==> config.mk <==
export PLATFORM = sky130hd
export DESIGN_NAME = reed_solomon_parity_encoder_flat
export DESIGN_NICKNAME = d
export VERILOG_FILES = /design/src/hdl/rspe_pkg.sv /design/src/hdl/rspe_if.sv /design/src/hdl/rspe_cell.sv /design/src/hdl/rspe_cfg.sv /design/src/hdl/reed_solomon_parity_encoder.sv /design/src/flat_wrapper.sv
export SDC_FILE = /design/constraint.sdc
export NUM_CORES = 1
export LEC_CHECK = 0
export BUFFER_PORTS_ARGS = -buffer_cell sky130_fd_sc_hd__buf_2
export CELL_PAD_IN_SITES_DETAIL_PLACEMENT = 0
export CELL_PAD_IN_SITES_GLOBAL_PLACEMENT = 1
export CORE_MARGIN = 2
export CORE_UTILIZATION = 40
export CTS_CLUSTER_SIZE = 14
export DETAILED_ROUTE_END_ITERATION = 7
export PLACE_DENSITY_LB_ADDON = 0.1
export SLEW_MARGIN = 20
export SYNTH_ARGS = -nofsm -noshare
export SYNTH_HDL_FRONTEND = slang
export SYNTH_HIERARCHICAL = 1
export SYNTH_SLANG_ARGS = --single-unit
==> constraint.sdc <==
create_clock -name clk -period 8.7 [get_ports clk]
set_clock_uncertainty 0.1 [all_clocks]
set_input_delay 0.87 -clock clk [delete_from_list [all_inputs] [get_ports clk]]
set_output_delay 0.87 -clock clk [all_outputs]
set_load 0.01 [all_outputs]
==> src/hdl/rspe_pkg.sv <==
package rspe_pkg;

  localparam int unsigned DEF_PARITY_SYMBOLS = 32;
  localparam int unsigned MAX_PARITY_SYMBOLS = 64;
  localparam logic [8:0]  FIELD_POLY         = 9'h11D;
  localparam int unsigned FIELD_ORDER        = 255;
  localparam logic [7:0]  DEF_MSG_LEN        = 8'd223;

  // Register indexes on the configuration port
  localparam logic REG_MSG_LEN = 1'b0;

  typedef logic [7:0] sym_t;

  function automatic sym_t gf_mul(sym_t x, sym_t y);
    logic [8:0] a;
    sym_t       b;
    sym_t       r;
    a = {1'b0, x};
    b = y;
    r = '0;
    for (int i = 0; i < 8; i++) begin
      if (b[0]) begin
        r = r ^ a[7:0];
      end
      a = {a[7:0], 1'b0};
      if (a[8]) begin
        a = a ^ FIELD_POLY;
      end
      b = b >> 1;
    end
    return r;
  endfunction

  // Coefficient idx of prod (x + alpha^i), i = 1..p, alpha = 2
  function automatic sym_t gen_coef(int p, int idx);
    sym_t g [0:MAX_PARITY_SYMBOLS];
    sym_t root;
    for (int k = 0; k <= MAX_PARITY_SYMBOLS; k++) begin
      g[k] = '0;
    end
    g[0] = 8'd1;
    root = 8'd2;
    for (int i = 0; i < p; i++) begin
      for (int j = i + 1; j > 0; j--) begin
        g[j] = g[j-1] ^ gf_mul(g[j], root);
      end
      g[0] = gf_mul(g[0], root);
      root = gf_mul(root, 8'd2);
    end
    return g[idx];
  endfunction

endpackage

==> src/hdl/rspe_if.sv <==
interface rspe_in_if;
  logic       valid;
  logic       ready;
  logic [7:0] message_byte;

  modport source (output valid, output message_byte, input ready);
  modport sink   (input valid, input message_byte, output ready);
endinterface

interface rspe_out_if;
  logic       valid;
  logic       ready;
  logic [7:0] code_byte;
  logic       is_parity;
  logic       end_of_codeword;

  modport source (output valid, output code_byte, output is_parity, output end_of_codeword,
                  input ready);
  modport sink   (input valid, input code_byte, input is_parity, input end_of_codeword,
                  output ready);
endinterface

==> src/hdl/rspe_cell.sv <==
module rspe_cell
  import rspe_pkg::*;
#(
  parameter sym_t COEF = 8'd1
) (
  input  logic clk,
  input  logic rst_n,
  input  logic advance,
  input  sym_t prev_sym,
  input  sym_t feedback,
  output sym_t cell_sym
);

  sym_t cell_r;
  sym_t cell_nxt;

  // Constant multiplier: synthesis folds gf_mul into a small XOR network
  always_comb begin
    cell_nxt = cell_r;
    if (advance) begin
      cell_nxt = prev_sym ^ gf_mul(COEF, feedback);
    end
  end

  always_ff @(posedge clk) begin
    if (!rst_n) begin
      cell_r <= '0;
    end else begin
      cell_r <= cell_nxt;
    end
  end

  assign cell_sym = cell_r;

endmodule

==> src/hdl/rspe_cfg.sv <==
module rspe_cfg
  import rspe_pkg::*;
(
  input  logic        clk,
  input  logic        rst_n,
  input  logic        cfg_psel,
  input  logic        cfg_penable,
  input  logic        cfg_pwrite,
  input  logic [2:0]  cfg_paddr,
  input  logic [31:0] cfg_pwdata,
  output logic [31:0] cfg_prdata,
  output logic        cfg_pready,
  output sym_t        message_length
);

  sym_t msg_len_r;
  sym_t msg_len_nxt;
  logic wr_en;

  assign cfg_pready = 1'b1;
  assign wr_en      = cfg_psel & cfg_penable & cfg_pwrite & cfg_pready;

  always_comb begin
    msg_len_nxt = msg_len_r;
    if (wr_en && cfg_paddr[2] == REG_MSG_LEN) begin
      msg_len_nxt = cfg_pwdata[7:0];
    end
  end

  always_ff @(posedge clk) begin
    if (!rst_n) begin
      msg_len_r <= DEF_MSG_LEN;
    end else begin
      msg_len_r <= msg_len_nxt;
    end
  end

  always_comb begin
    cfg_prdata = '0;
    if (cfg_paddr[2] == REG_MSG_LEN) begin
      cfg_prdata = {24'd0, msg_len_r};
    end
  end

  assign message_length = msg_len_r;

endmodule

==> src/hdl/reed_solomon_parity_encoder.sv <==
// A message byte appears at the output, registered, in the cycle after its transfer.
// Throughput: one message byte per cycle unless the output stalls; after the last byte
// of a codeword the PARITY_SYMBOLS parity bytes shift out of the cell chain, one per
// cycle unless the output stalls, and input is held off until they are all out.
// Reset (rst_n, synchronous): cells and count cleared, message length 223.
module reed_solomon_parity_encoder
  import rspe_pkg::*;
#(
  parameter int unsigned PARITY_SYMBOLS = DEF_PARITY_SYMBOLS
) (
  input  logic        clk,
  input  logic        rst_n,
  rspe_in_if.sink     in_ch,
  rspe_out_if.source  out_ch,
  input  logic        cfg_psel,
  input  logic        cfg_penable,
  input  logic        cfg_pwrite,
  input  logic [2:0]  cfg_paddr,
  input  logic [31:0] cfg_pwdata,
  output logic [31:0] cfg_prdata,
  output logic        cfg_pready
);

  localparam int unsigned CNT_W   = $clog2(PARITY_SYMBOLS + 1);
  localparam logic [8:0]  MAX_LEN = 9'(FIELD_ORDER - PARITY_SYMBOLS);

  sym_t message_length;
  sym_t cell_q [PARITY_SYMBOLS];
  sym_t top_sym;
  sym_t feedback;
  logic advance;
  logic in_fire;
  logic out_free;
  logic drain_step;
  logic is_last;
  logic [8:0] eff_len;

  logic             out_valid_r, out_valid_nxt;
  sym_t             code_r, code_nxt;
  logic             par_r, par_nxt;
  logic             eoc_r, eoc_nxt;
  sym_t             seen_r, seen_nxt;
  logic             drain_r, drain_nxt;
  logic [CNT_W-1:0] cnt_r, cnt_nxt;

  rspe_cfg u_cfg (
    .clk            (clk),
    .rst_n          (rst_n),
    .cfg_psel       (cfg_psel),
    .cfg_penable    (cfg_penable),
    .cfg_pwrite     (cfg_pwrite),
    .cfg_paddr      (cfg_paddr),
    .cfg_pwdata     (cfg_pwdata),
    .cfg_prdata     (cfg_prdata),
    .cfg_pready     (cfg_pready),
    .message_length (message_length)
  );

  assign top_sym    = cell_q[PARITY_SYMBOLS-1];
  assign out_free   = !out_valid_r || out_ch.ready;
  assign in_ch.ready = !drain_r && out_free;
  assign in_fire    = in_ch.valid && in_ch.ready;
  assign drain_step = drain_r && out_free;
  assign advance    = in_fire || drain_step;
  // Zero feedback while draining turns the chain into a plain shift register
  assign feedback   = drain_r ? 8'd0 : (in_ch.message_byte ^ top_sym);

  for (genvar j = 0; j < PARITY_SYMBOLS; j++) begin : g_cell
    rspe_cell #(
      .COEF (gen_coef(PARITY_SYMBOLS, j))
    ) u_cell (
      .clk      (clk),
      .rst_n    (rst_n),
      .advance  (advance),
      .prev_sym ((j == 0) ? 8'd0 : cell_q[(j == 0) ? 0 : j-1]),
      .feedback (feedback),
      .cell_sym (cell_q[j])
    );
  end

  // Clamp the programmed length into 1 .. 255 - PARITY_SYMBOLS
  always_comb begin
    eff_len = {1'b0, message_length};
    if (eff_len == 9'd0) begin
      eff_len = 9'd1;
    end
    if (eff_len > MAX_LEN) begin
      eff_len = MAX_LEN;
    end
  end

  assign is_last = ({1'b0, seen_r} + 9'd1) >= eff_len;

  always_comb begin
    out_valid_nxt = out_valid_r;
    code_nxt      = code_r;
    par_nxt       = par_r;
    eoc_nxt       = eoc_r;
    seen_nxt      = seen_r;
    drain_nxt     = drain_r;
    cnt_nxt       = cnt_r;
    if (in_fire) begin
      out_valid_nxt = 1'b1;
      code_nxt      = in_ch.message_byte;
      par_nxt       = 1'b0;
      eoc_nxt       = 1'b0;
      if (is_last) begin
        seen_nxt  = '0;
        drain_nxt = 1'b1;
        cnt_nxt   = CNT_W'(PARITY_SYMBOLS);
      end else begin
        seen_nxt = seen_r + 8'd1;
      end
    end else if (drain_step) begin
      out_valid_nxt = 1'b1;
      code_nxt      = top_sym;
      par_nxt       = 1'b1;
      eoc_nxt       = (cnt_r == CNT_W'(1));
      cnt_nxt       = cnt_r - CNT_W'(1);
      if (cnt_r == CNT_W'(1)) begin
        drain_nxt = 1'b0;
      end
    end else if (out_ch.ready) begin
      out_valid_nxt = 1'b0;
    end
  end

  always_ff @(posedge clk) begin
    if (!rst_n) begin
      out_valid_r <= 1'b0;
      seen_r      <= '0;
      drain_r     <= 1'b0;
      cnt_r       <= '0;
    end else begin
      out_valid_r <= out_valid_nxt;
      seen_r      <= seen_nxt;
      drain_r     <= drain_nxt;
      cnt_r       <= cnt_nxt;
    end
  end

  always_ff @(posedge clk) begin
    code_r <= code_nxt;
    par_r  <= par_nxt;
    eoc_r  <= eoc_nxt;
  end

  assign out_ch.valid           = out_valid_r;
  assign out_ch.code_byte       = code_r;
  assign out_ch.is_parity       = par_r;
  assign out_ch.end_of_codeword = eoc_r;

endmodule

==> src/flat_wrapper.sv <==
// flat-port wrapper written by rule: the top's interface ports become plain ports
module reed_solomon_parity_encoder_flat import rspe_pkg::*;
#(
  parameter int unsigned PARITY_SYMBOLS = DEF_PARITY_SYMBOLS
)
  (clk, rst_n, cfg_psel, cfg_penable, cfg_pwrite, cfg_paddr, cfg_pwdata, cfg_prdata, cfg_pready, in_ch_valid, in_ch_message_byte, in_ch_ready, out_ch_valid, out_ch_code_byte, out_ch_is_parity, out_ch_end_of_codeword, out_ch_ready);
  rspe_in_if in_ch_i ();
  rspe_out_if out_ch_i ();
  input  logic clk;
  input  logic rst_n;
  input  logic cfg_psel;
  input  logic cfg_penable;
  input  logic cfg_pwrite;
  input  logic [2:0] cfg_paddr;
  input  logic [31:0] cfg_pwdata;
  output logic [31:0] cfg_prdata;
  output logic cfg_pready;
  input wire logic [$bits(in_ch_i.valid)-1:0] in_ch_valid;
  input wire logic [$bits(in_ch_i.message_byte)-1:0] in_ch_message_byte;
  output wire logic [$bits(in_ch_i.ready)-1:0] in_ch_ready;
  output wire logic [$bits(out_ch_i.valid)-1:0] out_ch_valid;
  output wire logic [$bits(out_ch_i.code_byte)-1:0] out_ch_code_byte;
  output wire logic [$bits(out_ch_i.is_parity)-1:0] out_ch_is_parity;
  output wire logic [$bits(out_ch_i.end_of_codeword)-1:0] out_ch_end_of_codeword;
  input wire logic [$bits(out_ch_i.ready)-1:0] out_ch_ready;
  assign in_ch_i.valid = in_ch_valid;
  assign in_ch_i.message_byte = in_ch_message_byte;
  assign in_ch_ready = in_ch_i.ready;
  assign out_ch_valid = out_ch_i.valid;
  assign out_ch_code_byte = out_ch_i.code_byte;
  assign out_ch_is_parity = out_ch_i.is_parity;
  assign out_ch_end_of_codeword = out_ch_i.end_of_codeword;
  assign out_ch_i.ready = out_ch_ready;
  reed_solomon_parity_encoder #(.PARITY_SYMBOLS(PARITY_SYMBOLS)) u_core (.clk(clk), .rst_n(rst_n), .in_ch(in_ch_i), .out_ch(out_ch_i), .cfg_psel(cfg_psel), .cfg_penable(cfg_penable), .cfg_pwrite(cfg_pwrite), .cfg_paddr(cfg_paddr), .cfg_pwdata(cfg_pwdata), .cfg_prdata(cfg_prdata), .cfg_pready(cfg_pready));
endmodule
==> impl_metrics.py, run 1 <==
metrics = {
    "setup_path": {
        "critical-path-top-delay-family": "simple AND/OR/NAND/NOR gates",
        "crit_path_max_fanout": 129,
        "critPathMaxStageDelay_ps": 660,
        "timing.critical_path.arrival_ps": 4110,
        "critical_path.n_buffers_inverters": 3,
        "critPathLaunchType": "flip-flop",
        "critical_path.cell_chain": "buf_4, nor3b_4, nor2_1, inv_8, buf_4, nand2_1, or3_1, nand3_1",
        "critPathKind": "flip-flop to flip-flop",
        "worstSetupEndpointType": "flip-flop",
        "critical_path_required_ps": 9080,
        "worst_path_max_delay_cell": "nor3b_4",
        "critPathMostFrequentCell": "buf_4",
    },
    "die": {
        "coreArea_mm2": 0.0474,
        "ioPinCount": 95,
        "fp-row-count": 80,
        "floorplan.die_area_mm2": 0.0496,
        "die_h_um": 223,
        "floorplan.initialDensity": 0.403,
        "die_x_um": 223,
    },
    "timing": {
        "final_max_slew_viol_count": 0,
        "holdWs_ps": 349,
        "worst-slew-pin-transition_ps": 1070,
        "timing.final.crit_share": 0.429,
        "period_minus_slack_ps": 3730,
        "timing.fmax_mhz": 268,
        "timing.setup.tns_ps": 0,
        "setup_repair_after_global_routing_missed_its_margin": "no",
        "setup_viol": 0,
        "finalHoldViolations": 0,
        "max_slew_margin_vs_limit": 0.287,
    },
    "grt": {
        "number_of_global_route_vias_before_repair": 12600,
        "global_route.usage.total": 0.173,
        "total_overflow_reported_by_the_global_router": 0,
        "grt_pass1_wl_mm": 69.7,
        "initial_antenna_violation_count": 0,
        "largest_net_degree_at_the_start_of_global_routing": 139,
    },
    "synthesis": {
        "synth_top_flop_cell": "dfxtp_1",
        "synth_cells": 1780,
        "post_synth_and_or_nand_nor_area_fraction": 0.123,
        "count_of_flip_flops_with_a_built_in_enable_after_synthesis": 8,
        "yosys.cell_types.count": 75,
        "syn-mean-instance-area_um2": 10.7,
        "post_synth_fa_ha_maj_area_fraction": 0.00719,
        "yosysSeqAreaShare": 0.308,
        "post_synth_instance_area_mm2": 0.0191,
        "combinational_family_with_the_most_area_after_synthesis": "XOR/XNOR gates",
        "ys.warnings.count": 6,
        "mux_cell_area_share_after_synthesis": 0.0251,
        "ys_async_sr_fraction": 0,
        "synth-compound-area-share": 0.0978,
        "yosys.area_share.xor_xnor": 0.404,
        "synth_seq_cells": 290,
    },
    "routing": {
        "postRouteAntennaNets": 0,
        "drt_first_iter_violations": 592,
        "drt-total-wl_mm": 42.2,
        "drcViolationCount": 0,
        "route.vias.total": 12300,
        "drtPass1Iterations": 5,
        "wl_per_cell_um": 17.1,
        "routed_via_density": 5.00,
    },
    "finish": {
        "finalNetCount": 1888,
        "proportion_of_layout_cells_with_a_drive_suffix_above_1": 0.122,
        "num_antenna_cells": 0,
        "n_fill_cell": 4531,
        "synthToLayoutAreaGrowth_pct": 10.6,
    },
    "clock_network": {
        "number_of_gates_resized_after_cts": 0,
        "cts_setup_buffers": 0,
        "cts_tree": "built",
        "cts_made_buffers": 37,
        "cts_buffer_depth": 3,
        "count_of_h_tree_levels_built_during_cts": 2,
        "worst_setup_hold_path_clk_slew_ps": 60,
        "cts.root.buffer_cell": "clkbuf_16",
        "worstSkewPairLatency_ps": 550,
        "post_cts_hold_buffer_count": 0,
        "clock-sinks": 290,
    },
    "worst_hold_path": {
        "worst_hold_path_type": "flip-flop to flip-flop",
    },
    "run": {
        "maxCapViolCount": 0,
    },
    "power_and_ir_drop": {
        "report.power.total_mw": 9.65,
        "p_leak_nw": 8.93,
        "cellPowerDensity_mw_per_mm2": 456,
        "vdd.ir_drop.worst_mv": 0.196,
    },
    "status": {
        "outcome": "finished, final reports clean",
    },
    "place": {
        "finalWeightedCongestion": 0.724,
        "port_buffers": 43,
        "hpwlAfterDp_mm": 23.6,
    },
}
-- power breakdown --
part           switching, mW  internal, mW
combinational           2.55          3.55
sequential             0.286          1.79
clock                  0.605         0.872
-- logic make-up (layout without fill, tap and decap cells) --
| logic type | count (synthesis) | count (layout) |
|---|---|---|
| AOI/OAI and AO/OA | 285 | 285 |
| other | 3 | 33 |
| buffers and inverters | 126 | 167 |
| DFF | 290 | 290 |
| xor gates and xnor gates | 579 | 579 |
| adders and majority gates | 11 | 11 |
| muxes | 48 | 48 |
| and+or+nand+nor | 438 | 438 |
-- worst paths after layout --
path / startpoint / to / slack, ps / cells past startpoint
setup / recovery: u_core/drain_r / u_core/g_cell[8].u_cell/cell_sym[0] / 4970 / 8
hold / removal: u_core/out_ch.end_of_codeword / u_core/out_ch.end_of_codeword / 350 / 1
setup reg to reg: u_core/drain_r / u_core/g_cell[8].u_cell/cell_sym[0] / 4970 / 8
hold reg to reg: u_core/out_ch.end_of_codeword / u_core/out_ch.end_of_codeword / 350 / 1
-- flip-flops by register name (all words and copies together) (netlist names) --
name                           flops
u_core/out_ch.valid                1
u_core/u_cfg/message_length        8
u_core/seen_r                      8
u_core/cnt_r                       6
u_core/out_ch.code_byte            8
u_core/drain_r                     1
u_core/out_ch.end_of_codeword      1
u_core/out_ch.is_parity            1
u_core/g_cell.u_cell/cell_sym    256
-- cells in the mapped netlist (29+ instances only) --
master / count / area share
xnor2_1: 298 / 0.14
dfxtp_1: 282 / 0.30
nor2_1: 137 / 0.027
xnor3_1: 105 / 0.12
nand3b_1: 88 / 0.035
o21ai_0: 86 / 0.022
xor2_1: 85 / 0.039
nand2_1: 78 / 0.015
a211oi_1: 72 / 0.028
a21oi_1: 49 / 0.013
mux2i_1: 48 / 0.025
inv_1: 38 / 0.0075
buf_4: 31 / 0.012
nand3_1: 31 / 0.0081
clkbuf_1: 29 / 0.0057
-- metrics by stage --
step,std cells,area (µm²),setup WS [ps],util
6_report,2466,21200,4970,0.446
2_1_floorplan,1810,19200,1260,-
3_3_place_gp,2402,20000,4490,0.422
4_1_cts,2465,21100,4900,0.446
3_5_place_dp,2402,20000,4450,0.422
5_1_grt,2466,21200,4640,0.446
-- metal layers --
metal | global-route usage | share of wire | vias up
li1 | - | - | 6203
met1 | 0.239 | 0.50 | 5959
met2 | 0.283 | 0.46 | 108
met3 | 0.0287 | 0.026 | 50
met4 | 0.0416 | 0.017 | 0
met5 | 0 | 0 | -
-- area by class of cell --
class / count / area, µm² / area share
Multi-Input combinational cell: 1394 / 12800 / 0.603
Timing Repair Buffer: 65 / 452 / 0.0213
Clock buffer: 54 / 1060 / 0.0501
Clock inverter: 9 / 81.3 / 0.00384
Tap cell: 615 / 769 / 0.0364
Inverter: 39 / 154 / 0.00727
Sequential cell: 290 / 5890 / 0.278
-- placed cells by master (no fill, tap or decap), types with 28 or more instances in the layout --
master,instances
buf_2,42
o21ai_0,86
xor2_1,85
mux2i_1,48
nand3b_1,88
nor2b_1,28
a21oi_1,49
conb_1,33
nand3_1,31
dfxtp_1,282
xor3_1,28
a211oi_1,72
inv_1,37
xnor3_1,105
nand2_1,78
clkbuf_16,37
xnor2_1,298
nor2_1,129
(Power assumes the default switching activity.)
==> run 2: changes to the inputs <==
==> constraint.sdc (replaced) <==
create_clock -name clk -period 3.35 [get_ports clk]
set_clock_uncertainty 0.1 [all_clocks]
set_input_delay 0.335 -clock clk [delete_from_list [all_inputs] [get_ports clk]]
set_output_delay 0.335 -clock clk [all_outputs]
set_load 0.01 [all_outputs]
==> run 2 against run 1 <==
Compared with the run above:
- hold slack got worse by 280 ps
- sequential power increased to 2.6 times the previous value
- power rose to 2.7 times the previous value
- largest power group unchanged
- highest routed layer unchanged
==> impl_metrics.py, run 2 (same netlist as run 1, synthesis figures left out) <==
metrics = {
    "grt": {
        "grt_pass1_wl_mm": 70.1,
        "grt.met1_usage": 0.246,
        "initial_antenna_violation_count": 0,
        "top_usage_layer": "met2",
        "largest_net_degree_at_the_start_of_global_routing": 97,
        "grt.met2_usage": 0.287,
        "number_of_global_route_vias_before_repair": 12600,
        "global_route.usage.total": 0.176,
        "total_overflow_reported_by_the_global_router": 0,
        "met3_usage": 0.0231,
    },
    "finish": {
        "n_fill_cell": 4542,
        "largest_register_ffs": 256,
        "proportion_of_layout_cells_with_a_drive_suffix_above_1": 0.140,
        "mostFrequentLayoutCell": "xnor2_1",
        "num_antenna_cells": 0,
        "synthToLayoutAreaGrowth_pct": 14.2,
        "final-instance-count-excl-fill": 2523,
        "finalNetCount": 1941,
        "final_cell_mix": "xnor2_1, dfxtp_1, nor2_1",
    },
    "clock_network": {
        "count_of_h_tree_levels_built_during_cts": 2,
        "worstSkewPairLatency_ps": 550,
        "cts_made_buffers": 38,
        "cts_buffer_depth": 3,
        "post_cts_hold_buffer_count": 17,
        "clock-sinks": 290,
        "cts.root.buffer_cell": "clkbuf_16",
        "cts_setup_buffers": 0,
        "number_of_gates_resized_after_cts": 0,
        "cts_tree": "built",
        "worst_setup_hold_path_clk_slew_ps": 60,
    },
    "worst_hold_path": {
        "hold_path_depth": 4,
        "worst_hold_path_type": "input pin to flip-flop",
    },
    "place": {
        "place_ws_ps": 387,
        "hpwlAfterDp_mm": 26.2,
        "port_buffers": 43,
        "post-place-cells": 2438,
        "finalWeightedCongestion": 0.746,
    },
    "setup_path": {
        "critPathMostFrequentCell": "ha_1",
        "timing.critical_path.arrival_ps": 3330,
        "worst_path_max_delay_cell": "dfxtp_1",
        "critPathLaunchType": "flip-flop",
        "critical_path.n_buffers_inverters": 1,
        "critical_path.cell_chain": "ha_1, nand3_1, or2_2, nand2_1, ha_1, a21o_1, a221o_1, a21oi_2, buf_4, a311oi_1, a211oi_1",
        "timing.critical_path.depth": 11,
        "critPathKind": "flip-flop to flip-flop",
        "critical_path_required_ps": 3710,
        "cell_depth_of_the_worst_flop_to_flop_path": 11,
        "critical-path-top-delay-family": "compound AO/OA/AOI/OAI gates",
        "critPathMaxStageDelay_ps": 450,
        "worstSetupEndpointType": "flip-flop",
        "crit_path_max_fanout": 7,
    },
    "die": {
        "die_x_um": 223,
        "coreArea_mm2": 0.0474,
        "floorplan.die_area_mm2": 0.0496,
        "fp-row-count": 80,
        "ioPinCount": 95,
        "die_h_um": 223,
        "floorplan.initialDensity": 0.403,
    },
    "timing": {
        "timing.final.crit_share": 0.887,
        "timing.fmax_mhz": 337,
        "worst-slew-pin-transition_ps": 677,
        "finalHoldViolations": 0,
        "setup_viol": 0,
        "final_max_slew_viol_count": 0,
        "timing.final.ws_setup_ps": 379,
        "setup_repair_after_global_routing_missed_its_margin": "no",
        "period_minus_slack_ps": 2970,
        "timing.setup.tns_ps": 0,
        "max_slew_margin_vs_limit": 0.549,
    },
    "power_and_ir_drop": {
        "p_leak_nw": 9.26,
        "cellPowerDensity_mw_per_mm2": 1170,
        "report.power.total_mw": 25.6,
        "vdd.ir_drop.worst_mv": 0.500,
    },
    "routing": {
        "drt_first_iter_violations": 516,
        "drtPass1Iterations": 4,
        "wl_per_cell_um": 17.0,
        "drcViolationCount": 0,
        "postRouteAntennaNets": 0,
        "route.vias.total": 12500,
        "drt-total-wl_mm": 42.8,
        "routed_via_density": 4.95,
    },
    "run": {
        "maxCapViolCount": 0,
    },
    "status": {
        "outcome": "finished, final reports clean",
    },
}
[run 2: cell types whose count changed in the layout (fill, tap and decap cells not counted), moves of 2 or more]
cell	before	now
buf_12	5	15
buf_4	17	42
clkbuf_16	37	42
clkinvlp_4	0	2
dlygate4sd3_1	0	17
inv_6	2	0
nor2_1	129	127
[run 2: final timing paths]
| kind | slack, ps | start | endpoint |
|---|---|---|---|
| setup / recovery | 380 | u_core/seen_r[0] | u_core/cnt_r[0] |
| hold / removal | 70 | out_ch_ready | u_core/out_ch.valid |
| setup reg to reg | 380 | u_core/seen_r[0] | u_core/cnt_r[0] |
| hold reg to reg | 360 | u_core/out_ch.end_of_codeword | u_core/out_ch.end_of_codeword |
[run 2: where the power goes]
group | internal (mW) | switching (mW) | total (mW)
clock | 2.51 | 1.60 | 4.10
sequential | 4.64 | 0.744 | 5.38
combinational | 9.40 | 6.70 | 16.1
[run 2: cell type report]
class,instances,area [µm²],area share
well taps,615,769,0.0352
clock inverters,8,67.6,0.00309
multi-input cells,1394,12800,0.585
clock buffers,60,1190,0.0544
repair buffers,117,1010,0.0461
flip-flops and latches,290,5890,0.270
inverters,39,150,0.00687
[run 2: routing by layer]
layer  vias to the layer above  part of all wire
li1                       6335                 -
met1                      5997              0.50
met2                       126              0.46
met3                        41             0.030
met4                         0             0.015
met5                         -                 0
[run 2: stage by stage]
stage / util / hold slack, ps / instance area [µm²]
3_5_place_dp: 0.430 / 355 / 20400
5_1_grt: 0.460 / 50.0 / 21800
2_1_floorplan: - / 352 / 19300
4_1_cts: 0.460 / 28.2 / 21800
3_3_place_gp: 0.430 / 350 / 20400
6_report: 0.460 / 68.0 / 21800
[run 2: worst register-to-register path, stage by stage, from the launching register on]
cell      delay (ps)
dfxtp_1          450
ha_1             300
nand3_1          180
or2_2            330
nand2_1           80
ha_1             240
a21o_1           170
a221o_1          350
a21oi_2          170
buf_4            180
a311oi_1         100
a211oi_1         220
